### src/design/dlt_pkg.sv
// Shared types and constants for the DHCP lease table.
package dlt_pkg;

  localparam int MAC_W = 48;
  localparam int IP_W  = 32;
  localparam int OFF_W = 7;
  localparam int ST_W  = 2;
  localparam int PADDR_W = 3;
  localparam int PDATA_W = 32;

  localparam logic [OFF_W-1:0] OFFSET_LAST  = 7'd99;
  localparam logic [OFF_W-1:0] OFFSET_WRAP  = 7'd1;
  localparam logic [IP_W-1:0]  ADDR_BIAS    = 32'd8;

  localparam logic [ST_W-1:0] STATUS_EXISTING = 2'd0;
  localparam logic [ST_W-1:0] STATUS_NEW      = 2'd1;
  localparam logic [ST_W-1:0] STATUS_FULL     = 2'd2;

  // register index carried by paddr[2]
  localparam logic REG_GATEWAY = 1'b0;

  typedef struct packed {
    logic start;
    logic scan;
    logic take_hit;
    logic take_miss;
    logic emit;
  } cmd_t;

  typedef struct packed {
    logic hit;
    logic scan_end;
    logic out_free;
  } sts_t;

endpackage

### src/design/dlt_ctrl.sv
// Sequencer for accept, table scan, lease resolve and result hand-off.
module dlt_ctrl (
  input  logic          clk,
  input  logic          rst_n,
  input  logic          in_valid,
  output logic          in_ready,
  input  dlt_pkg::sts_t sts,
  output dlt_pkg::cmd_t cmd
);

  typedef enum logic [2:0] {
    ST_IDLE = 3'b001,
    ST_SCAN = 3'b010,
    ST_DONE = 3'b100
  } state_t;

  state_t state_r, state_nxt;

  always_comb begin
    state_nxt = state_r;
    cmd       = '0;
    in_ready  = 1'b0;
    unique case (state_r)
      ST_IDLE: begin
        in_ready = 1'b1;
        if (in_valid) begin
          cmd.start = 1'b1;
          state_nxt = ST_SCAN;
        end
      end
      ST_SCAN: begin
        priority if (sts.hit) begin
          cmd.take_hit = 1'b1;
          state_nxt    = ST_DONE;
        end else if (sts.scan_end) begin
          cmd.take_miss = 1'b1;
          state_nxt     = ST_DONE;
        end else begin
          cmd.scan = 1'b1;
        end
      end
      ST_DONE: begin
        if (sts.out_free) begin
          cmd.emit  = 1'b1;
          state_nxt = ST_IDLE;
        end
      end
      default: begin
        state_nxt = ST_IDLE;
      end
    endcase
  end

  always_ff @(posedge clk) begin
    if (!rst_n) begin
      state_r <= ST_IDLE;
    end else begin
      state_r <= state_nxt;
    end
  end

endmodule

### config.mk
export PLATFORM = sky130hd
export DESIGN_NAME = dlt_ctrl
export DESIGN_NICKNAME = d
export VERILOG_FILES = /design/src/design/dlt_pkg.sv /design/src/design/dlt_ctrl.sv
export SDC_FILE = /design/constraint.sdc
export NUM_CORES = 1
export LEC_CHECK = 0
export BUFFER_PORTS_ARGS = -buffer_cell sky130_fd_sc_hd__buf_2
export CORE_AREA = 2 2 39 41
export CTS_CLUSTER_SIZE = 14
export DETAILED_ROUTE_END_ITERATION = 10
export DIE_AREA = 0 0 41 43
export PLACE_DENSITY_LB_ADDON = 0.25
export SYNTH_ARGS = -nofsm -noshare
export SYNTH_HDL_FRONTEND = slang
export SYNTH_SLANG_ARGS = --single-unit
### constraint.sdc
create_clock -name clk -period 1.2 [get_ports clk]
set_clock_uncertainty 0.2 [all_clocks]
set_input_delay 0.24 -clock clk [delete_from_list [all_inputs] [get_ports clk]]
set_output_delay 0.24 -clock clk [all_outputs]
set_load 0.02 [all_outputs]
==> impl_results.md, run 1 <==
- Status: complete, but fails checks
- Failing checks: negative setup slack
- GRT Overall Usage: 0.0934
- Startpoint types: register
- DRT iter0 DRCs: 2
- Slowest cell on crit path: or3b_4
- RSZ-0062 raised after global routing: yes
- Peak VDD IR: 0.000454 V
- Largest regs: state_r: 3 flops
- Reg clk slew, reported paths: 0.04 ns
- Compound-gate portion of the synthesized area: 0.0805
- Synth Warn #: 0
- Hold violation count in the final report: 0
- Sequential power share: 0.205
- Ant. Diodes: 0
- P_leak: 0.224 nW
- Worst path depth: 3
- Fin crit share: 1.47
- Synthesized Nets: 24
- First-pass GRT wire length: 1080 µm
- Setup_tns: -3.84 ns
- CP Cell Sequence: or3b_4 -> nor3_4 -> buf_6
- GPL Wtd Cong: 0.670
- Core Region: 0.00138 mm²
- Clock Path Buffers: 2
- Vias in the first global route: 275
- Synth cell types: 11
- Top post-synthesis cells by area: dfxtp_1, nor3b_1, nor4b_1
- Hold Crit Depth: 2
- Final min period: 1.77 ns
- Net Switching: 0.000185 W
- Multi-input logic area: 213 µm²
- Max Fclk: 567 MHz
- Synthesized flop and latch total: 3
- Comb pwr share: 0.509
- Overflow after GRT: 0
- Synth Area in Simple Gates: 0.597
- Avg Synthesized Cell Area: 10.4 µm²
- Clock Power Share: 0.286
- Worst EP required: 0.76 ns
- CP top delay family: simple AND/OR/NAND/NOR gates
- Initial antenna violation count: 0
- Buffer and inverter count on the worst path: 1
- Commonest non-fill, non-tap cell in the layout: buf_6
- R2R cell count: 6
- DRC viols: 0
- Net Sw Frac: 0.302
- Crit-path max FO: 2
- Chip height: 43 µm
- Sequential area share after synthesis: 0.322
- Worst hold path type: input pin to register
- Tot Pwr: 0.000612 W
- H-tree levels: 1
- CP Launch Point: state_r[2]
- P_int: 0.000427 W
- Max_cap viols: 0
- XOR/XNOR Fraction of Synth Area: 0
- Rel. slew slack: 0.806
- Initial Util: 0.135
- Dpl cell area: 342 µm²
- # IOs: 12
- 1st-pass router iterations: 2
- Reg area: 66.3 µm²
- CTS tree: yes
- Layout filler cell count: 150
- Critical path type: register to output pin
- Die span in x: 41 µm
- Setup-failing EPs final: 9
- Area Overhead vs Synth: 177%
- Reg-to-Reg Start: state_r[1]
- Via count: 246
- Root buf cell: clkbuf_4
- CP Capture Type: output pin
- Routing usage on met2: 0.163
- Number of core rows: 14
- Skew-Pair Late Insertion Delay: 0.23 ns
- Top reg by flops: state_r
- PD cells: 1190 mW/mm²
- Mapped cell area: 186 µm²
- Routed WL: 742 µm
- Area leader, netlist: dfxtp_1
- # port buffers: 11
- Fin util: 0.373
- Critical Path Max Stage Delay: 0.43 ns
- Synthesized netlist cell count: 18
- Slew @ Worst Pin: 0.290 ns
- Slew Limit Fails: 0
- Largest net degree at the start of global routing: 6
- Hold Slack: 0.0250 ns
- Layout Nets: 51
- Post-Synth Adder-Cell Area: 0
- Die area: 0.00176 mm²
- Post-route ant nets: 0
- Max reg flops: 3
- PnR worst setup slack: -0.565 ns
- CTS sink cnt: 3
- Hold-fix buffers, CTS: 0
- Drt wl/cell: 12.4 µm
- Clock buffer count from CTS: 3
- Largest family of logic cells by synthesized area: simple AND/OR/NAND/NOR gates
- Layout cell share with drive strength beyond 1: 0.955
- Synth top area share: 0.322
- Most frequent cells in the layout: buf_6, buf_4, buf_2
- Worst path arrival time: 1.33 ns
- GRT busiest layer: met2
- Vias/cell: 4.10
- Mux contribution to synthesized area: 0
- M3 GR Usage: 0.0366
- Hold_sp: rst_n
- Met1 usage in global routing: 0.0804
- Post-route cell area: 515 µm²
- Hpwl dp: 455 µm
==> worst paths after layout <==
kind | end | slack [ns]
min reg2reg | state_r[0] | 0.60
max reg2reg | state_r[2] | -0.33
max | cmd[3] | -0.57
min | state_r[1] | 0.03
==> kinds of logic (layout without fill, tap and decap cells) <==
kind of cell	count (synthesis)	in the layout
DFF	3	3
and+or+nand+nor	13	13
buffers and inverters	0	26
AOI/OAI and AO/OA	2	2
==> cell usage after synthesis <==
cell type	count
nor3b_1	4
dfxtp_1	3
and2_1	2
nor4b_1	2
and4bb_2	1
nor2b_1	1
nor3_1	1
nor3_4	1
o21a_1	1
o31ai_1	1
or3b_4	1
==> timing repair <==
item	in CTS	in global routing
pin swaps	7	3
setup buffers	3	3
gates cloned	0	0
gates resized for setup	24	6
endpoints found under the setup margin	9	9
hold endpoints to repair	0	0
==> power by group through the flow <==
stage / Clock (W) / Sequential, W / Combinational [W]
floorplan: 0 / 0.000133 / 0.0000856
global placement: 0 / 0.000123 / 0.000179
global route: 0.000196 / 0.000126 / 0.000329
detailed placement: 0 / 0.000124 / 0.000184
CTS: 0.000188 / 0.000124 / 0.000285
finish: 0.000175 / 0.000125 / 0.000311
==> per-layer routing <==
layer	share of wire	wire length, µm
met1	0.35	262
met2	0.61	455
met3	0.032	24
met4	0	0
met5	0	0
==> per-stage QoR <==
step	instances	setup WS (ns)
2_1_floorplan	18	-0.286
3_3_place_gp	52	-0.298
3_5_place_dp	52	-0.310
4_1_cts	58	-0.542
5_1_grt	60	-0.608
6_report	60	-0.565
==> cell type report <==
class | count | area share
Timing Repair Buffer | 22 | 0.369
Multi-Input combinational cell | 15 | 0.413
Tap cell | 16 | 0.0388
Sequential cell | 3 | 0.129
Clock buffer | 4 | 0.0510
==> worst reg2reg max path, delay by kind of cell, from the launching register on <==
kind / cells / cell delay, ns
buffers and inverters: 3 / 0.35
DFF: 1 / 0.33
and+or+nand+nor: 3 / 0.53
Power figures use the tool's default switching activity.
==> run 2, diff against run 1 <==
SKIP_CTS_REPAIR_TIMING = 1   (was unset)
clock period = 1.85 ns   (was 1.2 ns; I/O delays follow)
==> run 2 against run 1 <==
The flow still finishes with violations (negative setup slack); first-iteration DRC count fell by 50%; clock power shrank 34%; sequential power shrank 30%; global-route usage fell by 2.5 points; critical path type unchanged; cell count is 15% lower; sequential share of layout area up 7.4 points.
==> impl_results.md, run 2 (synthesis results as in run 1) <==
- Hold Slack: 0.150 ns (+0.125 ns)
- Fin util: 0.237 (-0.136)
- Max_cap viols: 0 (unchanged)
- CTS sink cnt: 3 (unchanged)
- Core Region: 0.00138 mm² (unchanged)
- Reg-to-Reg Start: state_r[1]
- Failing checks: negative setup slack
- DRC viols: 0 (unchanged)
- Skew-Pair Late Insertion Delay: 0.23 ns (about the same)
- Post-route ant nets: 0 (unchanged)
- Reg clk slew, reported paths: 0.04 ns (about the same)
- Critical Path Max Stage Delay: 0.40 ns (-0.03 ns)
- Setup_tns: -0.109 ns (+3.73 ns)
- Initial antenna violation count: 0 (unchanged)
- Hold violation count in the final report: 0 (unchanged)
- Most frequent cells in the layout: buf_2, clkbuf_4, buf_4
- Startpoint types: register
- Fin crit share: 1.03
- # IOs: 12 (unchanged)
- Hold EP: state_r[1]
- Worst hold path type: input pin to register
- Setup-failing EPs final: 3 (-6)
- Buffer and inverter count on the worst path: 1 (unchanged)
- Clock Path Buffers: 2 (unchanged)
- Overflow after GRT: 0 (unchanged)
- PnR worst setup slack: -0.0558 ns (+0.509 ns)
- DRT iter0 DRCs: 1 (-1)
- Hpwl dp: 397 µm (-13%)
- Clock buffer count from CTS: 3 (unchanged)
- Largest regs: state_r: 3 flops
- Critical path type: register to output pin
- Vias in the first global route: 186 (-32%)
- 1st-pass router iterations: 4 (+2)
- RSZ-0062 raised after global routing: yes
- Max reg flops: 3 (unchanged)
- Final min period: 1.91 ns
- Crit-path max FO: 5 (+3)
- CP top delay family: simple AND/OR/NAND/NOR gates
- PD cells: 852 mW/mm² (-28%)
- Commonest non-fill, non-tap cell in the layout: buf_2
- Largest net degree at the start of global routing: 7 (+1)
- Rel. slew slack: 0.735 (-0.0706)
- Reg2Reg Setup Slack: 0.38 ns (+0.71 ns)
- Slew Limit Fails: 0 (unchanged)
- Post-route cell area: 328 µm² (-36%)
- Peak VDD IR: 0.000315 V (-31%)
- Worst path arrival time: 1.34 ns (about the same)
- Layout Nets: 42 (-18%)
- Routed WL: 531 µm (-28%)
- Hold_sp: rst_n
- Die area: 0.00176 mm² (unchanged)
- Chip height: 43 µm (unchanged)
- P_leak: 0.140 nW (-38%)
- Initial Util: 0.135 (unchanged)
- Status: complete, but fails checks
- Worst EP required: 1.28 ns (+0.52 ns)
- Area Overhead vs Synth: 75.8%
- Slowest cell on crit path: or3b_4
- Dpl cell area: 272 µm² (-21%)
- CP Cell Sequence: or3b_4 -> nor3_4 -> buf_6
- # port buffers: 11 (unchanged)
- Vias/cell: 4.12 (+0.43%)
- Drt wl/cell: 10.4 µm (-16%)
- Max Fclk: 525 MHz
- R2R cell count: 4 (-2)
- H-tree levels: 1 (unchanged)
- Die span in x: 41 µm (unchanged)
- First-pass GRT wire length: 724 µm (-33%)
- GRT Overall Usage: 0.0683 (-0.0251)
- Via count: 210 (-15%)
- Worst path depth: 3 (unchanged)
- GPL Wtd Cong: 0.606 (-9.6%)
- Hold Crit Depth: 2 (unchanged)
- Ant. Diodes: 0 (unchanged)
- Slew @ Worst Pin: 0.392 ns (+0.102 ns)
- CP Capture Type: output pin
- Layout cell share with drive strength beyond 1: 0.686 (-0.269)
- Number of core rows: 14 (unchanged)
- Worst R2R End: state_r[1]
- CTS tree: yes
- Top reg by flops: state_r
- Root buf cell: clkbuf_4
[run 2: cell count changes in the layout (fill, tap and decap cells not counted), moves of 2 or more]
| cell | delta |
|---|---|
| buf_6 | -9 |
| buf_2 | +4 |
| buf_4 | -4 |
| nor3b_4 | -3 |
| and2_1 | +2 |
| and2_4 | -2 |
| nor3b_1 | +2 |
| nor4b_1 | +2 |
| nor4b_4 | -2 |
[run 2: worst max path at each step]
stage,from,endpoint,slack [ns]
5_1_grt,state_r[1],cmd[3],-0.11
4_1_cts,state_r[1],cmd[3],-0.17
3_3_place_gp,state_r[1],cmd[1],0.12
6_report,state_r[1],cmd[3],-0.06
3_5_place_dp,state_r[1],cmd[3],0.08
2_1_floorplan,state_r[1],cmd[1],0.14
[run 2: final cells by class]
type	instances	area, µm²
sequential	3	66.3
multi-input combinational	15	136
tap	16	20.0
clock buffer	4	26.3
fill	160	1060
timing repair buffer	13	78.8
[run 2: where the power goes]
| part | total (W) | switching (W) | internal, W |
|---|---|---|---|
| Combinational | 0.0000766 | 0.0000392 | 0.0000374 |
| Sequential | 0.0000874 | 0.0000114 | 0.0000760 |
| Clock | 0.000115 | 0.0000344 | 0.0000809 |
| Total | 0.000279 | 0.0000850 | 0.000194 |
[run 2: stage by stage]
stage	instances	setup slack (ns)	power [W]
after floorplan	18	0.136	0.000134
after detailed placement	45	0.0788	0.000158
after CTS	49	-0.169	0.000278
after global placement	45	0.121	0.000160
final	51	-0.0558	0.000279
after global routing	51	-0.107	0.000294
[run 2: metal layers]
layer	track usage	vias up	wire, µm
met4	0.0800	0	0
met3	0.0314	0	67
met1	0.0804	93	243
li1	-	103	-
met2	0.0781	14	219
met5	0	-	0
[run 2: worst register-to-register path, delay by kind of cell, from the launching register on]
kind	cells	cell delay [ns]
compound gates	1	0.11
simple gates	2	0.61
flops	1	0.35
buf+inv	1	0.15
